File: src/sv/imu_cf_pkg.sv
// ----------------------------------------------------------------------------
// IMU complementary filter package
// Shared constants, sequencer states and helper functions for the attitude
// estimator.
// ----------------------------------------------------------------------------
`default_nettype none

package imu_cf_pkg;

  localparam int unsigned CORDIC_STEPS_DEF = 16;
  localparam int unsigned CORDIC_MAX       = 24;
  localparam int unsigned ITW              = 5;   // iteration counter, covers CORDIC_MAX

  localparam int unsigned AW = 32;  // angle width, Q16.16
  localparam int unsigned CW = 34;  // CORDIC datapath width
  localparam int unsigned MAW = 17; // shared multiplier operand A
  localparam int unsigned MBW = 34; // shared multiplier operand B
  localparam int unsigned MPW = MAW + MBW;

  localparam logic [15:0]   WEIGHT_RESET = 16'd64225;
  localparam logic [AW-1:0] PI_Q16       = 32'd205887;
  localparam logic [CW-1:0] PI_HALF_Q30  = 34'd1686629713;
  localparam logic [29:0]   KINV_Q30     = 30'd652032874;
  localparam logic [12:0]   DT_ROUND     = 13'd7812;
  // ceil(2^62 / 15625): multiplying by it and dropping 62 bits gives the exact
  // quotient by 15625 for any numerator below 2^48.
  localparam logic [48:0]   RECIP_Q62    = 49'd295147905179353;
  // Six partial products; the last of them is added in at this final count.
  localparam logic [2:0]    RECIP_LAST   = 3'd6;

  typedef enum logic [4:0] {
    ST_IDLE,
    ST_G_MUL,
    ST_G_DSET,
    ST_G_DIV,
    ST_G_APPLY,
    ST_A_SET1,
    ST_A_IT1,
    ST_A_MLO,
    ST_A_MHI,
    ST_A_MSUM,
    ST_A_SET2,
    ST_A_IT2,
    ST_A_FIN,
    ST_A_BX1,
    ST_A_BX2,
    ST_A_BZ1,
    ST_A_BZ2,
    ST_DONE
  } state_t;

  // Arctangent of 2^-i in Q2.30.
  function automatic logic [CW-1:0] atan_q30(input logic [ITW-1:0] i);
    logic [CW-1:0] v;
    case (i)
      5'd0:  v = 34'd843314857;
      5'd1:  v = 34'd497837829;
      5'd2:  v = 34'd263043837;
      5'd3:  v = 34'd133525159;
      5'd4:  v = 34'd67021687;
      5'd5:  v = 34'd33543516;
      5'd6:  v = 34'd16775851;
      5'd7:  v = 34'd8388437;
      5'd8:  v = 34'd4194283;
      5'd9:  v = 34'd2097149;
      5'd10: v = 34'd1048576;
      5'd11: v = 34'd524288;
      5'd12: v = 34'd262144;
      5'd13: v = 34'd131072;
      5'd14: v = 34'd65536;
      5'd15: v = 34'd32768;
      5'd16: v = 34'd16384;
      5'd17: v = 34'd8192;
      5'd18: v = 34'd4096;
      5'd19: v = 34'd2048;
      5'd20: v = 34'd1024;
      5'd21: v = 34'd512;
      5'd22: v = 34'd256;
      5'd23: v = 34'd128;
      default: v = '0;
    endcase
    return v;
  endfunction

  function automatic logic signed [AW-1:0] sat32(input logic signed [39:0] v);
    logic signed [AW-1:0] r;
    if (v > 40'sd2147483647) begin
      r = 32'sh7FFFFFFF;
    end else if (v < -40'sd2147483648) begin
      r = 32'sh80000000;
    end else begin
      r = v[AW-1:0];
    end
    return r;
  endfunction

  // Round a Q2.30 angle to Q16.16.
  function automatic logic signed [AW-1:0] q30_to_q16(input logic signed [CW-1:0] a);
    logic signed [CW-1:0] t;
    t = (a + 34'sd8192) >>> 14;
    return t[AW-1:0];
  endfunction

endpackage

`default_nettype wire

File: src/sv/imu_complementary_filter_top.sv
// ----------------------------------------------------------------------------
// IMU complementary filter
// Attitude estimator for interleaved gyro and accelerometer samples, built
// around one shared multiplier and one CORDIC shift-add unit.
// ----------------------------------------------------------------------------
// Usage: a request on the input channel (in_valid, in_stall) carries one gyro
// or accelerometer sample. Each request produces exactly one result on the
// output channel (out_valid, out_stall) holding the angles after the update.
// The block takes one request at a time and holds in_stall high while it works.
// For a gyro sample, each of the three axes takes a multiply, a setup step, a
// division by 15625 through six partial products of a reciprocal, and an
// update step, after the accept step and before the result. A gyro sample
// before the first accelerometer sample goes straight to the result. An
// accelerometer sample runs two CORDIC vectoring passes through the shared
// shift-add unit, then blends its angles into the stored x and z angles; the
// first accelerometer sample skips the blend.
// The result sits in an output register; a new request is taken while it
// waits, but the next result is held back until the receiver stops stalling.
// Reset (rst, synchronous) clears the angles, the stored time stamp and the
// initialised flag, and loads gyro_weight with 0.98 in Q0.16. The user writes
// gyro_weight via cfg_we/cfg_wdata only while idle; the block does not check.
// ----------------------------------------------------------------------------
`default_nettype none

module imu_complementary_filter_top #(
  parameter int unsigned CORDIC_STEPS = imu_cf_pkg::CORDIC_STEPS_DEF
) (
  input  wire logic                clk,
  input  wire logic                rst,
  input  wire logic                cfg_we,
  input  wire logic [15:0]         cfg_wdata,
  input  wire logic                in_valid,
  output logic                     in_stall,
  input  wire logic                mode,
  input  wire logic signed [15:0]  axis_x,
  input  wire logic signed [15:0]  axis_y,
  input  wire logic signed [15:0]  axis_z,
  input  wire logic [31:0]         stamp_us,
  output logic                     out_valid,
  input  wire logic                out_stall,
  output logic signed [31:0]       angle_x,
  output logic signed [31:0]       angle_y,
  output logic signed [31:0]       angle_z,
  output logic                     initialized
);
  import imu_cf_pkg::*;

  localparam logic [ITW-1:0] LAST_IT = ITW'(CORDIC_STEPS - 1);

  state_t state, state_next;

  logic [15:0]            weight;
  logic                   first;
  logic [31:0]            prev_stamp;
  logic signed [AW-1:0]   ang_x, ang_y, ang_z;

  logic signed [15:0]     req_x, req_y, req_z;

  logic [31:0]            dt;
  logic [1:0]             axis;
  logic [2:0]             div_cnt;
  logic [63:0]            acc;
  logic [95:0]            racc;
  logic signed [MPW-1:0]  prod_q;

  logic signed [CW-1:0]   cx, cy, ca;
  logic [ITW-1:0]         it;
  logic signed [AW-1:0]   az_ang, ax_ang;

  logic                   in_take;
  logic                   out_load;

  // Shared multiplier operands
  logic signed [MAW-1:0]  mul_a;
  logic signed [MBW-1:0]  mul_b;
  logic signed [15:0]     rate;
  logic [15:0]            rate_mag;
  logic [15:0]            m_lo, m_hi;

  // CORDIC setup operands
  logic signed [CW-1:0]   sx, sy;
  logic signed [CW-1:0]   dxs, dys;

  // Reciprocal division
  logic [15:0]            n_chunk;
  logic [32:0]            m_chunk;
  logic [95:0]            pp_term;
  logic [33:0]            quot;

  // Gyro update
  logic signed [35:0]     delta;
  logic signed [39:0]     gyro_sum;
  logic signed [AW-1:0]   gyro_old;

  // Blend
  logic signed [51:0]     blend_s;
  logic signed [AW-1:0]   blend_acc;
  logic signed [AW-1:0]   blend_res;

  function automatic logic vec_zero_now();
    return (sx == '0) && (sy == '0);
  endfunction

  assign in_take  = in_valid && !in_stall;
  assign out_load = (state == ST_DONE) && (!out_valid || !out_stall);

  always_comb begin
    case (axis)
      2'd0:    rate = req_z;
      2'd1:    rate = req_y;
      default: rate = req_x;
    endcase
    case (axis)
      2'd0:    gyro_old = ang_x;
      2'd1:    gyro_old = ang_y;
      default: gyro_old = ang_z;
    endcase
    rate_mag = rate[15] ? (~rate + 16'd1) : rate;
  end

  assign m_lo = cx[CW-1] ? 16'd0 : cx[15:0];
  assign m_hi = cx[CW-1] ? 16'd0 : cx[31:16];

  // Partial products of the 48-bit numerator and the 49-bit reciprocal: the
  // numerator goes 16 bits at a time, the reciprocal in a low and a high part.
  always_comb begin
    case (div_cnt)
      3'd0, 3'd1: n_chunk = acc[15:0];
      3'd2, 3'd3: n_chunk = acc[31:16];
      default:    n_chunk = acc[47:32];
    endcase
    m_chunk = div_cnt[0] ? {17'd0, RECIP_Q62[48:33]} : RECIP_Q62[32:0];
  end

  // Each product is added in the cycle after it was issued.
  always_comb begin
    case (div_cnt)
      3'd1:    pp_term = 96'(prod_q[48:0]);
      3'd2:    pp_term = 96'(prod_q[48:0]) << 33;
      3'd3:    pp_term = 96'(prod_q[48:0]) << 16;
      3'd4:    pp_term = 96'(prod_q[48:0]) << 49;
      3'd5:    pp_term = 96'(prod_q[48:0]) << 32;
      3'd6:    pp_term = 96'(prod_q[48:0]) << 65;
      default: pp_term = '0;
    endcase
  end

  assign quot = racc[95:62];

  always_comb begin
    mul_a = '0;
    mul_b = '0;
    case (state)
      ST_G_MUL: begin
        mul_a = {1'b0, rate_mag};
        mul_b = {2'b00, dt};
      end
      ST_G_DIV: begin
        mul_a = {1'b0, n_chunk};
        mul_b = {1'b0, m_chunk};
      end
      ST_A_MLO: begin
        mul_a = {1'b0, m_lo};
        mul_b = {4'b0000, KINV_Q30};
      end
      ST_A_MHI: begin
        mul_a = {1'b0, m_hi};
        mul_b = {4'b0000, KINV_Q30};
      end
      ST_A_BX1: begin
        mul_a = {1'b0, weight};
        mul_b = {{2{ang_x[AW-1]}}, ang_x} - {{2{ax_ang[AW-1]}}, ax_ang};
      end
      ST_A_BZ1: begin
        mul_a = {1'b0, weight};
        mul_b = {{2{ang_z[AW-1]}}, ang_z} - {{2{az_ang[AW-1]}}, az_ang};
      end
      default: begin
        mul_a = '0;
        mul_b = '0;
      end
    endcase
  end

  always_comb begin
    if (state == ST_A_SET2) begin
      sx = acc[63:30];
      sy = {{4{req_x[15]}}, req_x, 14'd0};
    end else begin
      sx = {{4{req_z[15]}}, req_z, 14'd0};
      sy = {{4{req_y[15]}}, req_y, 14'd0};
    end
  end

  assign dxs = cy >>> it;
  assign dys = cx >>> it;

  assign delta    = rate[15] ? -$signed({2'b00, quot}) : $signed({2'b00, quot});
  assign gyro_sum = (axis == 2'd2) ? ({{8{gyro_old[AW-1]}}, gyro_old} + 40'(delta))
                                   : ({{8{gyro_old[AW-1]}}, gyro_old} - 40'(delta));

  assign blend_acc = (state == ST_A_BX2) ? ax_ang : az_ang;
  assign blend_s   = ({{4{blend_acc[AW-1]}}, blend_acc, 16'd0}) + 52'(prod_q) + 52'sd32768;
  assign blend_res = sat32(40'(blend_s >>> 16));

  // Next state
  always_comb begin
    state_next = state;
    case (state)
      ST_IDLE: begin
        if (in_valid) begin
          if (mode) begin
            state_next = ST_A_SET1;
          end else if (first) begin
            state_next = ST_DONE;
          end else begin
            state_next = ST_G_MUL;
          end
        end
      end
      ST_G_MUL:   state_next = ST_G_DSET;
      ST_G_DSET:  state_next = ST_G_DIV;
      ST_G_DIV:   state_next = (div_cnt == RECIP_LAST) ? ST_G_APPLY : ST_G_DIV;
      ST_G_APPLY: state_next = (axis == 2'd2) ? ST_DONE : ST_G_MUL;
      ST_A_SET1:  state_next = vec_zero_now() ? ST_A_MLO : ST_A_IT1;
      ST_A_IT1:   state_next = (it == LAST_IT) ? ST_A_MLO : ST_A_IT1;
      ST_A_MLO:   state_next = ST_A_MHI;
      ST_A_MHI:   state_next = ST_A_MSUM;
      ST_A_MSUM:  state_next = ST_A_SET2;
      ST_A_SET2:  state_next = vec_zero_now() ? ST_A_FIN : ST_A_IT2;
      ST_A_IT2:   state_next = (it == LAST_IT) ? ST_A_FIN : ST_A_IT2;
      ST_A_FIN:   state_next = first ? ST_DONE : ST_A_BX1;
      ST_A_BX1:   state_next = ST_A_BX2;
      ST_A_BX2:   state_next = ST_A_BZ1;
      ST_A_BZ1:   state_next = ST_A_BZ2;
      ST_A_BZ2:   state_next = ST_DONE;
      ST_DONE:    state_next = out_load ? ST_IDLE : ST_DONE;
      default:    state_next = ST_IDLE;
    endcase
  end

  // Outputs of the sequencer
  always_comb begin
    in_stall = (state != ST_IDLE);
  end

  always_ff @(posedge clk) begin
    if (rst) begin
      state       <= ST_IDLE;
      weight      <= WEIGHT_RESET;
      first       <= 1'b1;
      prev_stamp  <= '0;
      ang_x       <= '0;
      ang_y       <= '0;
      ang_z       <= '0;
      out_valid   <= 1'b0;
      initialized <= 1'b0;
    end else begin
      state <= state_next;
      if (cfg_we) begin
        weight <= cfg_wdata;
      end
      if (out_load) begin
        out_valid   <= 1'b1;
        angle_x     <= ang_x;
        angle_y     <= ang_y;
        angle_z     <= ang_z;
        initialized <= !first;
      end else if (!out_stall) begin
        out_valid <= 1'b0;
      end

      prod_q <= mul_a * mul_b;

      case (state)
        ST_IDLE: begin
          if (in_take) begin
            req_x     <= axis_x;
            req_y     <= axis_y;
            req_z     <= axis_z;
            axis      <= 2'd0;
            if (!mode) begin
              prev_stamp <= stamp_us;
              dt         <= stamp_us - prev_stamp;
            end
          end
        end
        ST_G_DSET: begin
          acc     <= 64'(prod_q[47:0]) + 64'(DT_ROUND);
          racc    <= '0;
          div_cnt <= '0;
        end
        ST_G_DIV: begin
          racc    <= racc + pp_term;
          div_cnt <= div_cnt + 3'd1;
        end
        ST_G_APPLY: begin
          case (axis)
            2'd0:    ang_x <= sat32(gyro_sum);
            2'd1:    ang_y <= sat32(gyro_sum);
            default: ang_z <= sat32(gyro_sum);
          endcase
          axis <= axis + 2'd1;
        end
        ST_A_SET1, ST_A_SET2: begin
          it <= '0;
          if (vec_zero_now()) begin
            cx <= '0;
            cy <= '0;
            ca <= '0;
          end else if (sx < 0) begin
            if (sy >= 0) begin
              cx <= sy;
              cy <= -sx;
              ca <= PI_HALF_Q30;
            end else begin
              cx <= -sy;
              cy <= sx;
              ca <= -PI_HALF_Q30;
            end
          end else begin
            cx <= sx;
            cy <= sy;
            ca <= '0;
          end
        end
        ST_A_IT1, ST_A_IT2: begin
          if (cy > 0) begin
            cx <= cx + dxs;
            cy <= cy - dys;
            ca <= ca + atan_q30(it);
          end else begin
            cx <= cx - dxs;
            cy <= cy + dys;
            ca <= ca - atan_q30(it);
          end
          it <= it + 1'b1;
        end
        ST_A_MLO: begin
          az_ang <= q30_to_q16(ca);
        end
        ST_A_MHI: begin
          acc <= 64'(prod_q[47:0]) + 64'd536870912;
        end
        ST_A_MSUM: begin
          acc <= acc + {prod_q[47:0], 16'd0};
        end
        ST_A_FIN: begin
          ax_ang <= q30_to_q16(ca);
          if (first) begin
            first <= 1'b0;
            ang_x <= q30_to_q16(ca);
            ang_y <= PI_Q16;
            ang_z <= az_ang;
          end
        end
        ST_A_BX2: ang_x <= blend_res;
        ST_A_BZ2: ang_z <= blend_res;
        default: begin
        end
      endcase
    end
  end

endmodule

`default_nettype wire

File: config.mk
export PLATFORM = sky130hd
export DESIGN_NAME = imu_complementary_filter_top
export DESIGN_NICKNAME = d
export VERILOG_FILES = /design/src/sv/imu_cf_pkg.sv /design/src/sv/imu_complementary_filter_top.sv
export SDC_FILE = /design/constraint.sdc
export NUM_CORES = 2
export LEC_CHECK = 0
export BUFFER_PORTS_ARGS = -buffer_cell sky130_fd_sc_hd__buf_2
export CAP_MARGIN = 15
export CORE_MARGIN = 4
export CORE_UTILIZATION = 40
export DETAILED_ROUTE_END_ITERATION = 12
export SKIP_CTS_REPAIR_TIMING = 1
export SLEW_MARGIN = 5
export SYNTH_ARGS = -nofsm -noshare
export SYNTH_HDL_FRONTEND = slang
export SYNTH_SLANG_ARGS = --single-unit
export TNS_END_PERCENT = 10
File: constraint.sdc
create_clock -name clk -period 13.3 [get_ports clk]
set_input_delay 1.33 -clock clk [delete_from_list [all_inputs] [get_ports clk]]
set_output_delay 1.33 -clock clk [all_outputs]
set_load 0.02 [all_outputs]
# Word level (Yosys, flattened, before mapping)
# Memory sizes are Yosys's and may differ from the RTL's. A register that Yosys moved wholly into a read port is not among the register bits.
# Cells that the tools add are included.
dict set report totals {
  memories 2
  ff_bits 691
  out_inout_bits 99
  wordCells 212
  romBits 1920
}
dict set report classes {
  shift 2
  n_eq_ne 33
  mul 1
  bitwise 3
  magnitude_cmp 7
  mux 71
  reduce_logical 41
  addsub 25
}
# name depth width read_ports rd_clocked_by_memory_dff write_ports line_no
set memory_table {}
lappend memory_table {{(name not given)} 32 30 1 1 0 imu_cf_pkg.sv:55} ;# case (i)
lappend memory_table {{(name not given)} 32 30 1 1 0 imu_cf_pkg.sv:55}
# cell n
set ops {}
lappend ops {{$mux W34} 20}
lappend ops {{$pmux W96 S6} 1}
lappend ops {{$mux W32} 11}
lappend ops {{$pmux W34 S2} 3}
lappend ops {{$pmux W32 S3} 2}
lappend ops {{$pmux W64 S3} 1}
lappend ops {{$pmux W96 S2} 1}
lappend ops {{$pmux W34 S5} 1}
lappend ops {{$pmux W32 S2} 2}
lappend ops {{$add A34 B34 Y34} 3}
lappend ops {{$sub A34 B34 Y34} 3}
lappend ops {{$add A96 B96 Y96} 1}
lappend ops {{$pmux W5 S18} 1}
lappend ops {{$pmux W16 S5} 1}
lappend ops {{$logic_not A34 Y1} 2}
lappend ops {{$neg A34 Y34} 2}
lappend ops {{$sshr A34 B5 Y34} 2}
lappend ops {{$sub A32 B20 Y33} 2}
lappend ops {{$add A64 B64 Y64} 1}
lappend ops {{$pmux W16 S2} 2}
lappend ops {{$add A48 B51 Y52} 1}
lappend ops {{$add A52 B16 Y52 const B} 1}
lappend ops {{$mul A17 B34 Y51} 1}
lappend ops {{$add A48 B13 Y49 const B} 1}
lappend ops {{55 further kinds} 117}

# Logic depth before layout (Yosys ltp)
dict set report logic_depth {
  word_depth 10
  depth_mapped 41
  depth_no_buf 39
}

# Worst setup path before layout
# Ideal clock, no wire load.
dict set report synth_timing {
  path_kind {input-to-reg}
  start {input port rst}
  end {register div_cnt[0] (enable)}
  path_buffers 2
  required_time_ns 12.500
  setup_slack_ns 1.411
  stages 3
  t_arrival_ns 11.089
  path_cell_list {clkbuf_1 -> clkbuf_1 -> nor4_1}
}
dict set report synth_between {
  elab_chain_len 2
}
# item line_no
set synth_lines {}
lappend synth_lines {{start: declaration} imu_complementary_filter_top.sv:29} ;# input wire logic rst,
lappend synth_lines {{$not A1 Y1 (no source line)} --}
lappend synth_lines {{$reduce_and A2 Y1 (no source line)} --}
lappend synth_lines {{end signal: assignment} imu_complementary_filter_top.sv:295} ;# div_cnt <= div_cnt + 3'd1;
lappend synth_lines {{end: declaration} imu_complementary_filter_top.sv:61} ;# logic [2:0] div_cnt;
# Every way passes these cells.
# A chain may end at the register's enable or synchronous reset.

# Worst setup path in the final report
dict set report layout_timing {
  start {register az_ang[0]}
  end {register prod_q[47], data pin}
}
dict set report layout_between {
  elab_chain_len 3
}
# item line_no
set layout_lines {}
lappend layout_lines {{start: declaration} imu_complementary_filter_top.sv:68} ;# logic signed [AW-1:0] az_ang, ax_ang;
lappend layout_lines {{start signal: assignment} imu_complementary_filter_top.sv:340} ;# az_ang <= q30_to_q16(ca);
lappend layout_lines {{$sub A32 B20 Y33} imu_complementary_filter_top.sv:176} ;# mul_b = {{2{ang_z[AW-1]}}, ang_z} - {{2{az_ang[AW-1]}}, az_ang};
lappend layout_lines {{$pmux W34 S5} imu_complementary_filter_top.sv:153} ;# case (state)
lappend layout_lines {{$mul A17 B34 Y51} imu_complementary_filter_top.sv:273} ;# prod_q <= mul_a * mul_b;
lappend layout_lines {{end signal: assignment} imu_complementary_filter_top.sv:273}
lappend layout_lines {{end: declaration} imu_complementary_filter_top.sv:64} ;# logic signed [MPW-1:0] prod_q;
# Every way passes these cells.

==> summary.txt <==
Clock tree
  – TritonCTS clock tree: done
  – Clk slew on worst S/H paths: 0.07 ns
  – H-tree depth: 3
  – Worst-Skew Late Latency: 0.77 ns
  – CTS Sinks: 721
  – Clock tree buffer depth: 3
  – CTS buffer count: 90
  – Root Driver: clkbuf_16

Global route
  – First-pass GRT wire length: 474000 um
  – Vias in the first global route: 72.3k
  – Total GRT Usage: 29.7%
  – Initial antenna violation count: 10
  – Largest net degree at the start of global routing: 82
  – Grt total ovfl: 0

Setup path
  – R2r endpoint: prod_q[47]$_DFFE_PN_
  – Crit end category: flop
  – CP endpoint: prod_q[47]$_DFFE_PN_
  – CP max-delay cell: a2111oi_0
  – WP data required: 13.81 ns
  – Crit-path max FO: 16
  – CP max stage delay: 1.00 ns
  – FF-to-FF path depth: 34
  – CP Launch Point: az_ang[0]$_DFFE_PP_
  – Crit-path most repeated cell: fa_1
  – R2R setup slack: 1.75 ns
  – Critical path launch point type: flop
  – Critical path class: flop to flop
  – CP arrival: 12.06 ns
  – FF-to-FF Start: az_ang[0]$_DFFE_PP_

Power and ir drop
  – Power Dens Cells: 164 nW/um^2
  – Clock share of power: 18.5%
  – Cell-internal power: 7.20 mW
  – Comb pwr share: 58.5%
  – Max VDD drop: 0.108 mV
  – Tot Pwr: 14.5 mW
  – Sw Ratio: 50.3%
  – Flop pwr share: 23.0%
  – NetSw: 7.30 mW
  – Leakage: 37.1 nW

Floorplan
  – Core area: 203000 um^2
  – Starting Density: 40.2%
  – Chip Width: 459 um
  – Die Height: 459 um
  – Die area: 211000 um^2
  – Row count: 165
  – IO Count: 201

STA
  – Unrepaired setup endpoints after global routing: false
  – Min Hold Slack: 0.454 ns
  – Hold Fails Final Rpt: 0
  – Slew headroom: 16.3%
  – Max frequency: 86.6 MHz
  – Clock Skew: 0.0563 ns
  – Slew Viols, Final: 0
  – Finish-stage setup viols: 0
  – Crit share post-route: 86.9%
  – Setup_tns: 0 ns
  – Fin crit period: 11.55 ns
  – Worst slew pin tran: 1.26 ns

Detailed routing
  – Drt pass-1 iters: 9
  – Total vias in the final route: 75.1k
  – ANT nets after route: 0
  – Routed vias/inst: 6.16
  – Drt total wl: 324000 um
  – DRC viols: 0
  – Wire per inst: 26.6 um
  – DRT iter0 DRCs: 8501

Final layout
  – Final Util: 43.8%
  – Register area: 19800 um^2
  – Layout cells sized above 1: 8.40%
  – Multi-input logic area: 56800 um^2
  – Post-layout nets: 10.6k
  – Layout Cells excl Fill: 12.2k
  – Filler cells: 19.7k
  – Synthesis-to-layout area growth: 8.77%

Placed design
  – Placer congestion estimate: 1.02
  – Dpl hpwl: 246000 um
  – Dpl cells: 12.0k
  – Input/output buffers: 200

Yosys
  – Biggest area consumer among synthesized cells: edfxtp_1
  – Syn avg cell area: 8.61 um^2
  – Area share of the largest cell type after synthesis: 19.9%
  – Synth Flop Type: edfxtp_1
  – Number of library cell types mapped by synthesis: 105
  – Syn Std Cell Area: 81500 um^2
  – Syn Nets: 10.6k
  – Seq cells post-synth: 721
  – Sequential area share after synthesis: 24.3%
  – Yosys warnings: 0
  – EDFF count, synth: 539
  – Synth area leaders: edfxtp_1, fa_1, ha_1
  – Mapped Cells: 9465
  – Share of synthesized registers carrying an async set or reset: 0%

Worst hold path
  – Hold WC Path Type: flop to flop

Run status
  – Outcome: finished, final reports clean

Run
  – Number of max-cap violations: 0
==> layout make-up <==
class / instances / area share, %
Antenna cell: 9 / 0.0254
Clock buffer: 106 / 2.69
Clock inverter: 63 / 0.851
Inverter: 856 / 3.63
Multi-Input combinational cell: 7380 / 64.0
Sequential cell: 721 / 22.4
Tap cell: 2672 / 3.77
Timing Repair Buffer: 376 / 2.64
==> power groups by stage <==
| stage | Clock (mW) | Sequential [mW] | Combinational [mW] |
|---|---|---|---|
| 2_1_floorplan | 0 | 3.09 | 5.59 |
| 3_3_place_gp | 0 | 3.35 | 8.14 |
| 3_5_place_dp | 0 | 3.36 | 8.20 |
| 4_1_cts | 2.72 | 3.31 | 8.26 |
| 5_1_grt | 2.81 | 3.34 | 9.11 |
| 6_report | 2.68 | 3.34 | 8.48 |
==> cell families (layout without fill, tap and decap cells) <==
logic type | Yosys count | count (layout) | synth area share, %
buffers and inverters | 1364 | 1401 | 6.38
flip-flops | 721 | 721 | 24.3
XOR/XNOR | 630 | 630 | 6.79
multiplexers | 227 | 227 | 4.34
AND/OR/NAND/NOR | 2870 | 2870 | 16.3
other | 0 | 9 | 0
adder cells (fa/ha/maj) | 1082 | 1082 | 21.5
AO/OA/AOI/OAI | 2571 | 2571 | 20.4
==> layout by cell type (no fill, tap or decap), types with 24 or more instances in the layout <==
cell | Yosys | routed
o31ai_1 | 47 | 46
nor4_1 | 43 | 40
inv_1 | 853 | 851
xnor2_1 | 384 | 384
nand2b_1 | 84 | 84
nor3_1 | 173 | 166
nand2_1 | 1100 | 1099
a22oi_1 | 180 | 180
and2_1 | 133 | 133
clkbuf_16 | 0 | 91
buf_2 | 19 | 199
mux2i_1 | 99 | 99
a21boi_0 | 24 | 24
a31oi_1 | 130 | 130
mux4_2 | 98 | 98
edfxtp_1 | 539 | 539
nor2_1 | 718 | 705
fa_1 | 527 | 527
o21a_1 | 88 | 88
o22ai_1 | 39 | 39
o21bai_1 | 71 | 70
a221oi_1 | 55 | 53
o211ai_1 | 43 | 43
or3_1 | 54 | 54
a22o_1 | 78 | 78
mux2_2 | 30 | 30
a21o_1 | 247 | 246
and3_1 | 80 | 78
xor2_1 | 244 | 244
nand4_1 | 91 | 91
nor2b_1 | 126 | 124
ha_1 | 555 | 553
buf_4 | 4 | 175
nand3_1 | 129 | 129
a211oi_1 | 84 | 81
dfxtp_1 | 182 | 181
or2_2 | 32 | 32
o21ai_0 | 524 | 522
a21oi_1 | 693 | 687
==> synth_stat cells (180+ instances only) <==
| cell | count |
|---|---|
| a21o_1 | 247 |
| dfxtp_1 | 182 |
| xor2_1 | 244 |
| nor2_1 | 718 |
| ha_1 | 555 |
| a21oi_1 | 693 |
| o21ai_0 | 524 |
| clkbuf_1 | 430 |
| edfxtp_1 | 539 |
| a22oi_1 | 180 |
| nand2_1 | 1100 |
| xnor2_1 | 384 |
| inv_1 | 853 |
| fa_1 | 527 |
==> registers in the layout, indices dropped and copies added (netlist names), 34 cells and up, named ones only <==
name	count
cy	34
ca	34
prod_q	51
racc	96
acc	64
cx	34
==> routing by layer <==
metal,wire length [um],GRT usage [%],up-vias
met5,24,0,-
met1,129000,38.8,36700
met4,21600,16.8,4
li1,-,-,33400
met3,30900,5.97,898
met2,142000,46.1,4048
==> critical path, delay by kind of cell, from the launching register on <==
family | cells | cell delay [ns]
compound gates | 13 | 4.67
xor+xnor | 2 | 0.24
fa+ha+maj | 9 | 4.01
buf+inv | 4 | 0.20
flops | 1 | 0.42
simple gates | 6 | 1.75
==> through the flow <==
step	setup slack, ns	instance area, um^2
after floorplan	1.41	81500
after global placement	2.10	85500
after detailed placement	1.91	85500
after CTS	1.82	88600
after global routing	1.27	88600
final	1.75	88700
==> worst min path at each step <==
stage	slack, ns	from	to	cells after the start
6_report	0.45	prev_stamp[2]$_SDFFE_PP0P_	prev_stamp[2]$_SDFFE_PP0P_	2
3_5_place_dp	0.45	prev_stamp[18]$_SDFFE_PP0P_	prev_stamp[18]$_SDFFE_PP0P_	2
2_1_floorplan	0.42	ang_y[31]$_SDFFE_PP0P_	angle_y[31]$_DFFE_PP_	0
5_1_grt	0.48	prev_stamp[4]$_SDFFE_PP0P_	prev_stamp[4]$_SDFFE_PP0P_	2
4_1_cts	0.46	prev_stamp[18]$_SDFFE_PP0P_	prev_stamp[18]$_SDFFE_PP0P_	2
3_3_place_gp	0.44	prev_stamp[18]$_SDFFE_PP0P_	prev_stamp[18]$_SDFFE_PP0P_	2
(Power assumes the default switching activity.)
